<file path="src/rtl/mcr_pkg.sv">
// ----------------------------------------------------------------------------
// mcr_pkg
// Shared widths, opcode codes and beat structures of the circle rasteriser.
// ----------------------------------------------------------------------------
package mcr_pkg;

	localparam int COORD_BITS  = 12;
	localparam int RADIUS_BITS = 11;
	localparam int PT_BITS     = 14;
	localparam int OFS_BITS    = RADIUS_BITS + 2;
	localparam int ERR_BITS    = 2 * RADIUS_BITS + 6;
	localparam int GRP_PTS     = 8;
	localparam int IDX_BITS    = $clog2(GRP_PTS);

	typedef enum logic {
		OP_START   = 1'b0,
		OP_ADVANCE = 1'b1
	} opcode_t;

	typedef struct packed {
		opcode_t                 opcode;
		logic [COORD_BITS-1:0]   center_x;
		logic [COORD_BITS-1:0]   center_y;
		logic [RADIUS_BITS-1:0]  radius;
	} cmd_t;

	typedef struct packed {
		logic [COORD_BITS-1:0]        center_x;
		logic [COORD_BITS-1:0]        center_y;
		logic signed [OFS_BITS-1:0]   ofs_x;
		logic signed [OFS_BITS-1:0]   ofs_y;
		logic                         done;
	} grp_t;

endpackage

</file>
<file path="src/rtl/midpoint_circle_rasterizer.sv">
// ----------------------------------------------------------------------------
// midpoint_circle_rasterizer
// Midpoint circle outline generator, eight symmetric points per advance.
// ----------------------------------------------------------------------------
// Command channel (cmd_valid / cmd_stall): opcode start loads centre and
// radius and gives no point; opcode advance gives eight points of the current
// octet set, or nothing when no circle is running.
// Point channel (pt_valid / pt_stall): one point per beat; last_of_group marks
// the eighth point of an advance, circle_done the eighth point of the final one.
// Path: an accepted command is held in the command register, an advance then
// moves into the octet register, and its points leave through the point output
// register. The single point port drains the octet register, and a new command
// is taken while the previous octet is still draining.
// Reset clears all control and circle state; no circle runs afterwards.
// When the receiver stalls, the point stays put, the octet register fills,
// and cmd_stall rises once a registered advance cannot move on.
// ----------------------------------------------------------------------------
module midpoint_circle_rasterizer (
	input  logic                                  clk,
	input  logic                                  arst_n,
	input  logic                                  cmd_valid,
	output logic                                  cmd_stall,
	input  mcr_pkg::opcode_t                      opcode,
	input  logic [mcr_pkg::COORD_BITS-1:0]        center_x,
	input  logic [mcr_pkg::COORD_BITS-1:0]        center_y,
	input  logic [mcr_pkg::RADIUS_BITS-1:0]       radius,
	output logic                                  pt_valid,
	input  logic                                  pt_stall,
	output logic signed [mcr_pkg::PT_BITS-1:0]    point_x,
	output logic signed [mcr_pkg::PT_BITS-1:0]    point_y,
	output logic                                  last_of_group,
	output logic                                  circle_done
);
	import mcr_pkg::*;

	cmd_t                       cmd_s1;
	logic                       valid_s1;
	logic                       cmd_accept;
	logic                       s1_take;
	logic                       drawing;
	grp_t                       grp;

	grp_t                       grp_q;
	logic                       grp_valid_q;
	logic [IDX_BITS-1:0]        idx_q;
	logic                       grp_load;
	logic                       grp_free;
	logic                       idx_last;
	logic                       emit;
	logic                       pt_ready;

	logic                       pt_valid_q;
	logic signed [PT_BITS-1:0]  px_q;
	logic signed [PT_BITS-1:0]  py_q;
	logic                       last_q;
	logic                       done_q;

	logic signed [PT_BITS-1:0]  cx_e;
	logic signed [PT_BITS-1:0]  cy_e;
	logic signed [PT_BITS-1:0]  x_e;
	logic signed [PT_BITS-1:0]  y_e;
	logic signed [PT_BITS-1:0]  sel_x;
	logic signed [PT_BITS-1:0]  sel_y;

	assign pt_ready   = ~pt_valid_q | ~pt_stall;
	assign idx_last   = idx_q == IDX_BITS'(GRP_PTS - 1);
	assign emit       = grp_valid_q & pt_ready;
	assign grp_free   = ~grp_valid_q | (pt_ready & idx_last);
	assign s1_take    = valid_s1 & ((cmd_s1.opcode == OP_START) | ~drawing | grp_free);
	assign grp_load   = s1_take & (cmd_s1.opcode == OP_ADVANCE) & drawing;
	assign cmd_stall  = valid_s1 & ~s1_take;
	assign cmd_accept = cmd_valid & ~cmd_stall;

	// command register
	always_ff @(posedge clk or negedge arst_n) begin
		if (!arst_n) begin
			valid_s1 <= 1'b0;
		end else if (cmd_accept) begin
			valid_s1 <= 1'b1;
		end else if (s1_take) begin
			valid_s1 <= 1'b0;
		end
	end

	always_ff @(posedge clk) begin
		if (cmd_accept) begin
			cmd_s1.opcode   <= opcode;
			cmd_s1.center_x <= center_x;
			cmd_s1.center_y <= center_y;
			cmd_s1.radius   <= radius;
		end
	end

	mcr_tracker u_tracker (
		.clk      (clk),
		.arst_n   (arst_n),
		.cmd      (cmd_s1),
		.cmd_fire (s1_take),
		.drawing  (drawing),
		.grp      (grp)
	);

	// octet register
	always_ff @(posedge clk or negedge arst_n) begin
		if (!arst_n) begin
			grp_valid_q <= 1'b0;
			idx_q       <= '0;
		end else if (grp_load) begin
			grp_valid_q <= 1'b1;
			idx_q       <= '0;
		end else if (emit) begin
			if (idx_last) begin
				grp_valid_q <= 1'b0;
			end
			idx_q <= idx_q + IDX_BITS'(1);
		end
	end

	always_ff @(posedge clk) begin
		if (grp_load) begin
			grp_q <= grp;
		end
	end

	always_comb begin
		cx_e = PT_BITS'(grp_q.center_x);
		cy_e = PT_BITS'(grp_q.center_y);
		x_e  = PT_BITS'(grp_q.ofs_x);
		y_e  = PT_BITS'(grp_q.ofs_y);
		case (idx_q)
			3'd0: begin sel_x = cx_e + x_e; sel_y = cy_e + y_e; end
			3'd1: begin sel_x = cx_e + x_e; sel_y = cy_e - y_e; end
			3'd2: begin sel_x = cx_e - x_e; sel_y = cy_e + y_e; end
			3'd3: begin sel_x = cx_e - x_e; sel_y = cy_e - y_e; end
			3'd4: begin sel_x = cx_e + y_e; sel_y = cy_e + x_e; end
			3'd5: begin sel_x = cx_e + y_e; sel_y = cy_e - x_e; end
			3'd6: begin sel_x = cx_e - y_e; sel_y = cy_e + x_e; end
			3'd7: begin sel_x = cx_e - y_e; sel_y = cy_e - x_e; end
			default: begin sel_x = cx_e; sel_y = cy_e; end
		endcase
	end

	// point output register
	always_ff @(posedge clk or negedge arst_n) begin
		if (!arst_n) begin
			pt_valid_q <= 1'b0;
		end else if (pt_ready) begin
			pt_valid_q <= grp_valid_q;
		end
	end

	always_ff @(posedge clk) begin
		if (emit) begin
			px_q   <= sel_x;
			py_q   <= sel_y;
			last_q <= idx_last;
			done_q <= idx_last & grp_q.done;
		end
	end

	assign pt_valid      = pt_valid_q;
	assign point_x       = px_q;
	assign point_y       = py_q;
	assign last_of_group = last_q;
	assign circle_done   = done_q;

endmodule

</file>
<file path="src/rtl/mcr_tracker.sv">
// ----------------------------------------------------------------------------
// mcr_tracker
// Holds the running circle: centre, offsets and the midpoint error term.
// ----------------------------------------------------------------------------
module mcr_tracker (
	input  logic          clk,
	input  logic          arst_n,
	input  mcr_pkg::cmd_t cmd,
	input  logic          cmd_fire,
	output logic          drawing,
	output mcr_pkg::grp_t grp
);
	import mcr_pkg::*;

	logic [COORD_BITS-1:0]      cx_q;
	logic [COORD_BITS-1:0]      cy_q;
	logic signed [OFS_BITS-1:0] x_q;
	logic signed [OFS_BITS-1:0] y_q;
	logic signed [ERR_BITS-1:0] err_q;
	logic                       drawing_q;

	logic signed [OFS_BITS-1:0] x_next;
	logic signed [OFS_BITS-1:0] y_next;
	logic signed [ERR_BITS-1:0] err_step;
	logic signed [ERR_BITS-1:0] err_dec;
	logic signed [ERR_BITS-1:0] err_next;
	logic signed [ERR_BITS-1:0] err_init;
	logic                       dec;
	logic                       done;

	// err = (2x-1)^2 + 4(y+1)^2 - 4r^2, kept by differences
	always_comb begin
		dec      = ~err_q[ERR_BITS-1];
		y_next   = y_q + OFS_BITS'(1);
		x_next   = dec ? x_q - OFS_BITS'(1) : x_q;
		done     = x_next < y_next;
		err_step = err_q + (ERR_BITS'(y_q) <<< 3) + ERR_BITS'(12);
		err_dec  = (ERR_BITS'(1) - ERR_BITS'(x_q)) <<< 3;
		err_next = dec ? err_step + err_dec : err_step;
		err_init = ERR_BITS'(5) - (ERR_BITS'(cmd.radius) << 2);
	end

	always_ff @(posedge clk or negedge arst_n) begin
		if (!arst_n) begin
			cx_q      <= '0;
			cy_q      <= '0;
			x_q       <= '0;
			y_q       <= '0;
			err_q     <= '0;
			drawing_q <= 1'b0;
		end else if (cmd_fire) begin
			if (cmd.opcode == OP_START) begin
				cx_q      <= cmd.center_x;
				cy_q      <= cmd.center_y;
				x_q       <= OFS_BITS'(cmd.radius);
				y_q       <= '0;
				err_q     <= err_init;
				drawing_q <= 1'b1;
			end else if (drawing_q) begin
				x_q       <= x_next;
				y_q       <= y_next;
				err_q     <= err_next;
				drawing_q <= ~done;
			end
		end
	end

	assign drawing      = drawing_q;
	assign grp.center_x = cx_q;
	assign grp.center_y = cy_q;
	assign grp.ofs_x    = x_q;
	assign grp.ofs_y    = y_q;
	assign grp.done     = done;

endmodule

</file>
<file path="config.mk">
export PLATFORM = sky130hd
export DESIGN_NAME = midpoint_circle_rasterizer
export DESIGN_NICKNAME = d
export VERILOG_FILES = /design/src/rtl/mcr_pkg.sv /design/src/rtl/midpoint_circle_rasterizer.sv /design/src/rtl/mcr_tracker.sv
export SDC_FILE = /design/constraint.sdc
export NUM_CORES = 1
export LEC_CHECK = 0
export BUFFER_PORTS_ARGS = -buffer_cell sky130_fd_sc_hd__buf_2
export CAP_MARGIN = 30
export CORE_MARGIN = 2
export CORE_UTILIZATION = 40
export CTS_CLUSTER_DIAMETER = 40
export CTS_CLUSTER_SIZE = 10
export DETAILED_ROUTE_END_ITERATION = 8
export GPL_ROUTABILITY_DRIVEN = 0
export PLACE_DENSITY = 0.66
export SKIP_CTS_REPAIR_TIMING = 1
export SLEW_MARGIN = 20
export SYNTH_ARGS = -nofsm -noshare
export SYNTH_HDL_FRONTEND = slang
export SYNTH_SLANG_ARGS = --single-unit
</file>
<file path="constraint.sdc">
create_clock -name clk -period 5.25 [get_ports clk]
set_input_delay 1.3125 -clock clk [delete_from_list [all_inputs] [get_ports clk]]
set_output_delay 1.3125 -clock clk [all_outputs]
set_load 0.02 [all_outputs]
</file>
After elaboration in Yosys (flattened, before gate mapping)
Index checks and enable logic that the tools add are counted.
W data, S select, Z words.
{"block": "op_classes", "n_mux": 19, "magnitude_cmp": 1, "n_eq_ne": 8, "bitwise": 20, "addsub": 16, "n_reduce_logical": 15}
{"operator": "$pmux W14 S4", "count": 2}
{"operator": "$mux W28", "count": 3}
{"operator": "$mux W13", "count": 5}
{"operator": "$add A13 B13 Y14", "count": 4}
{"operator": "$sub A13 B13 Y14", "count": 4}
{"operator": "$add A28 B16 Y28", "count": 1}
{"operator": "$add A28 B28 Y28", "count": 1}
{"operator": "$add A28 B5 Y28 const B", "count": 1}
{"operator": "$reduce_or A2 Y1", "count": 8}
{"operator": "$sub A2 B13 Y14 const A", "count": 1}
{"operator": "$sub A3 B13 Y14 const A", "count": 1}
{"operator": "$add A13 B2 Y13 const B", "count": 1}
{"operator": "$lt A13 B13 Y1", "count": 1}
{"operator": "$sub A13 B2 Y13 const B", "count": 1}
{"operator": "$eq A3 B3 Y1 const B", "count": 4}
{"operator": "$and A1 B1 Y1", "count": 8}
{"operator": "$not A1 Y1", "count": 8}
{"operator": "$mux W1", "count": 7}
{"operator": "$eq A3 B2 Y1 const B", "count": 2}
{"operator": "$mux W3", "count": 2}
{"operator": "$reduce_and A2 Y1", "count": 3}
{"operator": "$reduce_bool A2 Y1", "count": 3}
{"operator": "$or A1 B1 Y1", "count": 4}
{"operator": "$add A3 B1 Y3 const B", "count": 1}
{"operator": "other kinds (3)", "count": 3}
{"block": "word_totals", "reg_bits": 202, "inputBits": 40, "output_inout_bits": 32}

Longest topological paths before layout
{"block": "logic_depth", "word_depth": 11, "mapped_depth": 22}

By module
From an unflattened synthesis, not the netlist that was laid out.
{"block": "hier_totals", "hier_cells": 1356, "hier_area_um2": 13362.8}
{"module": "mcr_tracker", "area_per_inst_um2": 7079.3, "n_inst": 1, "cells_each": 830}
{"module": "midpoint_circle_rasterizer", "area_per_inst_um2": 6283.5, "n_inst": 1, "cells_each": 526}

Worst setup path after synthesis
No wires, ideal clock.
{"block": "synth_timing", "path_kind": "input -> register", "start": "input port pt_stall", "end": "register grp_q, in the netlist cx_e[0], enable pin", "slack_ns": 0.781, "required_time_ns": 4.814, "arrival_time_ns": 4.034, "stages": 7, "path_cell_list": "a21bo_2 > and4_1 > nand2b_1 > a21oi_1 > nand2_1 > inv_1 > clkbuf_1"}
{"block": "synth_via", "elab_chain_cells": 8}
{"element": "from (decl)", "line": "midpoint_circle_rasterizer.sv:28", "rtl": "input logic pt_stall,"}
{"element": "$not A1 Y1", "line": "midpoint_circle_rasterizer.sv:65", "rtl": "assign pt_ready = ~pt_valid_q | ~pt_stall;"}
{"element": "$or A1 B1 Y1", "line": "midpoint_circle_rasterizer.sv:65"}
{"element": "$and A1 B1 Y1", "line": "midpoint_circle_rasterizer.sv:68", "rtl": "assign grp_free = ~grp_valid_q | (pt_ready & idx_last);"}
{"element": "$or A1 B1 Y1", "line": "midpoint_circle_rasterizer.sv:68"}
{"element": "$or A1 B1 Y1", "line": "midpoint_circle_rasterizer.sv:69", "rtl": "assign s1_take = valid_s1 & ((cmd_s1.opcode == OP_START) | ~drawing | grp_free);"}
{"element": "$and A1 B1 Y1", "line": "midpoint_circle_rasterizer.sv:69"}
{"element": "$and A1 B1 Y1 (2 in a row)", "line": "midpoint_circle_rasterizer.sv:70", "rtl": "assign grp_load = s1_take & (cmd_s1.opcode == OP_ADVANCE) & drawing;"}
{"element": "named net grp_load", "line": "midpoint_circle_rasterizer.sv:46", "rtl": "logic grp_load;"}
{"element": "to (signal assigned)", "line": "midpoint_circle_rasterizer.sv:121", "rtl": "grp_q <= grp;"}
{"element": "to (decl)", "line": "midpoint_circle_rasterizer.sv:43", "rtl": "grp_t grp_q;"}
The timed path passes the listed nets, and every way through them passes these cells.
A chain may end at the register's enable or synchronous reset.

Final worst setup path
{"block": "layout_timing", "start": "register u_tracker.y_q[0]", "end": "register u_tracker.err_q[26]"}
{"block": "layout_via", "elab_chain_cells": 6}
{"element": "from (decl)", "line": "mcr_tracker.sv:18", "rtl": "logic signed [OFS_BITS-1:0] y_q;"}
{"element": "from (signal assigned)", "line": "mcr_tracker.sv:61", "rtl": "y_q <= y_next;"}
{"element": "$add A28 B16 Y28 *", "line": "mcr_tracker.sv:37", "rtl": "err_step = err_q + (ERR_BITS'(y_q) <<< 3) + ERR_BITS'(12);"}
{"element": "$add A28 B5 Y28 *", "line": "mcr_tracker.sv:37"}
{"element": "$add A28 B28 Y28", "line": "mcr_tracker.sv:39", "rtl": "err_next = dec ? err_step + err_dec : err_step;"}
{"element": "$mux W28 *", "line": "mcr_tracker.sv:39"}
{"element": "$mux W28 *", "line": "mcr_tracker.sv:59", "rtl": "end else if (drawing_q) begin"}
{"element": "$mux W28 *", "line": "mcr_tracker.sv:52", "rtl": "if (cmd.opcode == OP_START) begin"}
{"element": "to (signal assigned)", "line": "mcr_tracker.sv:57", "rtl": "err_q <= err_init;"}
{"element": "to (signal assigned)", "line": "mcr_tracker.sv:62", "rtl": "err_q <= err_next;"}
{"element": "to (decl)", "line": "mcr_tracker.sv:19", "rtl": "logic signed [ERR_BITS-1:0] err_q;"}
Mark *: on every way between the ends. The rest lies on a longest branch, timed or not. The select of a mux whose other input is x is not followed.

==> results.py <==
metrics = {
    "global_routing": {
        "grt_first_pass_wirelength_um": 54700,
        "global_route.usage.total_pct": 20.2,
        "first_global_vias": 10413,
        "grt_start_max_net_pins": 60,
        "antenna_found_initial": 0,
        "overflow": 0,
    },
    "pwr": {
        "worst_ir_drop_vdd_mv": 0.325,
        "power_dens_cells_mw_per_mm2": 745,
        "leakage_power_total_nw": 6.18,
    },
    "cts": {
        "clk_root_buffer_cell": "sky130_fd_sc_hd__clkbuf_16",
        "clkSlewWorstSetupHoldPaths_ns": 0.09,
        "cts.path.max_buffers": 2,
        "cts.htree.levels": 4,
        "cts-buffers-inserted": 17,
        "worst_skew_pair.late_latency_ns": 0.45,
        "clock_tree_from_tritoncts": "built",
        "cts_sinks": 200,
    },
    "routing": {
        "via_per_inst": 5.62,
        "postRouteAntennaNets": 0,
        "route.detailed.wl_per_inst_um": 17.5,
        "drt-pass1-iter-count": 5,
        "vias": 10798,
        "totalWireLength_um": 33600,
        "detail_route.drc_violations": 0,
        "initialDrtViolationCount": 839,
    },
    "synth": {
        "synth-main-ff-cell": "sky130_fd_sc_hd__edfxtp_1",
        "synthesis.area_per_instance_um2": 9.43,
        "synth_cell_types": 68,
        "ys_seq_elements": 200,
        "yosys.area_share.xor_xnor_pct": 7.42,
        "synthesis.nets": 1566,
        "synth_simple_gate_area_share_pct": 15.4,
        "synth_fa_ha_area_share_pct": 12.0,
        "synthesis.yosys.warnings": 0,
        "synth_seq_area_share_pct": 42.3,
        "syn-cell-area_mm2": 0.0132,
        "synthMuxAreaShare_pct": 1.07,
        "synthCells": 1402,
        "synth-compound-area-share_pct": 18.9,
        "synth_edf_count": 117,
        "synth_top_family_by_area": "compound AO/OA/AOI/OAI gates",
        "postSynth.asyncResetShare_pct": 41.5,
    },
    "timing": {
        "fin_crit_sh_pct": 90.9,
        "slew_viol_final": 0,
        "fin_crit_ns": 4.77,
        "slew_headroom_pct": 44.9,
        "maximum_frequency_from_static_timing_analysis_mhz": 209,
        "tns_ns": 0,
        "finalSetupViolCount": 0,
        "report.final.hold_viol_count": 0,
        "post_route_skew_ns": 0.0135,
        "rsz0062_at_grt": "false",
        "worst-slew-pin-transition_ns": 0.826,
    },
    "critical_path": {
        "critical_path_peak_fanout": 7,
        "cp.arrival_ns": 5.12,
        "count_of_buffer_and_inverter_cells_on_the_critical_path": 3,
        "rrSetupSlack_ns": 0.48,
        "crit_family": "compound AO/OA/AOI/OAI gates",
        "cp_data_required_time_ns": 5.60,
        "timing.critical_path.from_type": "flip-flop",
        "critical_path.max_stage_delay_ns": 0.44,
        "worst_path_max_delay_cell": "sky130_fd_sc_hd__dfrtp_1",
        "timing_worst_setup_path_type": "flip-flop to flip-flop",
        "timing.critical_path.cells": "inv_1, ha_1, inv_1, ha_1, inv_1, fa_1, nand2b_1, a21oi_2, o21bai_1, o2bb2ai_1, o31ai_1, a21oi_1, xnor2_1, ha_1, a21o_1, a21oi_1, nor4bb_1, a2111oi_1, o211ai_1, mux2i_1, a211oi_1",
        "crit_end_category": "flip-flop",
    },
    "finish": {
        "final_net_count": 1629,
        "final_util_pct": 45.5,
        "syn2layout_area_growth_pct": 12.0,
        "mostFrequentLayoutCells": "180 x sky130_fd_sc_hd__nand2_1, 120 x sky130_fd_sc_hd__ha_1, 118 x sky130_fd_sc_hd__o21ai_0",
        "num_antenna_cells": 0,
        "layout-drive-gt1-share_pct": 9.95,
        "mostFrequentLayoutCell": "sky130_fd_sc_hd__nand2_1",
    },
    "worst_hold_path": {
        "holdCritPathClass": "flip-flop to flip-flop",
    },
    "die": {
        "num_io_pins": 72,
        "initial_standard_cell_utilization_of_the_core_pct": 40.6,
        "num_rows": 66,
        "core-area_mm2": 0.0325,
        "die_area_mm2": 0.0345,
        "dieWidth_um": 186,
        "die_h_um": 186,
    },
    "place": {
        "port_buffers": 71,
        "post-dp-hpwl_um": 24600,
    },
    "flow_run": {
        "max_cap_viol_count": 0,
    },
    "run_status": {
        "outcome": "finished clean",
    },
}
per-layer routing:
metal	track usage [%]	wire [µm]	vias to the layer above
met2	33.8	16000	341
met4	6.77	664	0
met1	27.1	15100	5163
met3	2.23	1870	43
li1	-	-	5251
met5	0	0	-
flip-flops by register name (all words and copies together) (netlist names):
signal	flops
cmd_s1	36
grp_q	27
u_tracker.err_q	26
point_x	14
point_y	14
u_tracker.x_q	13
u_tracker.y_q	13
cx_e	12
cy_e	12
u_tracker.cx_q	12
u_tracker.cy_q	12
idx_q	3
circle_done	1
grp_valid_q	1
last_of_group	1
pt_valid	1
u_tracker.drawing	1
valid_s1	1
cell type report:
cell class	count	area, µm²
fillers	3135	17700
repair buffers	97	578
clock buffers	17	425
flip-flops and latches	200	5590
inverters	50	188
multi-input cells	1099	7270
well taps	442	553
clock inverters	15	208
synth_stat cells, drive strengths merged, types with 9 or more instances:
library cell	number	share of area, %
nand2	180	5.1
xnor2	78	5.2
a21oi	87	3.3
nor3	43	1.6
or3	18	0.97
clkbuf	47	1.3
a21o	28	1.6
o21bai	10	0.57
a31oi	17	0.80
o21a	18	1.0
nor4	9	0.43
o31ai	11	0.62
nand2b	10	0.47
edfxtp	117	27
o211ai	15	0.85
and3	13	0.62
nor2	119	3.4
inv	48	1.4
and2	9	0.43
ha	120	11
o21ai	123	4.7
mux2i	13	0.98
a211oi	17	0.97
dfrtp	83	16
xor2	34	2.3
o22ai	14	0.66
nand3	25	0.95
worst reg2reg max path, delay by kind of cell, from the launching register on:
kind | cells | cell delay (ns)
multiplexers | 1 | 0.10
buffers and inverters | 3 | 0.20
adder cells (fa/ha/maj) | 4 | 1.20
AO/OA/AOI/OAI | 10 | 1.97
AND/OR/NAND/NOR | 2 | 0.55
XOR/XNOR | 1 | 0.22
flip-flops | 1 | 0.44
cell families after synthesis:
kind of cell | Yosys count
AND/OR/NAND/NOR | 452
AO/OA/AOI/OAI | 397
flip-flops | 200
adder cells (fa/ha/maj) | 124
XOR/XNOR | 112
buffers and inverters | 103
multiplexers | 14
power by group:
part	leakage [nW]	internal, mW	switching [mW]
clock network	0.307	0.670	0.735
registers	2.14	2.48	0.433
logic	3.73	2.70	4.02
final timing paths:
path | end | depth (start not counted) | from
setup / recovery | u_tracker.err_q[26]$_DFFE_PN0P_ | 21 | u_tracker.y_q[0]$_DFFE_PN0P_
hold reg to reg | u_tracker.cy_q[7]$_DFFE_PN0P_ | 2 | cmd_s1[18]$_DFFE_PP_
setup reg to reg | u_tracker.err_q[26]$_DFFE_PN0P_ | 21 | u_tracker.y_q[0]$_DFFE_PN0P_
hold / removal | u_tracker.cy_q[7]$_DFFE_PN0P_ | 2 | cmd_s1[18]$_DFFE_PP_
max in group asynchronous | u_tracker.cx_q[8]$_DFFE_PN0P_ | 2 | arst_n
min in group asynchronous | u_tracker.y_q[2]$_DFFE_PN0P_ | 1 | arst_n
stage by stage:
step                      instance area (µm²)  cells  worst slack, ns  hold WS, ns  total power, mW
after global routing                    14800   1920           0.0417        0.459             12.0
after global placement                  14100   1887            0.526        0.425             9.36
after floorplan                         13200   1402            0.781        0.415             7.85
final                                   14800   1920            0.476        0.437             11.0
after detailed placement                14200   1888            0.406        0.425             9.55
after CTS                               14800   1920            0.366        0.439             11.0
Power figures use the tool's default switching activity.
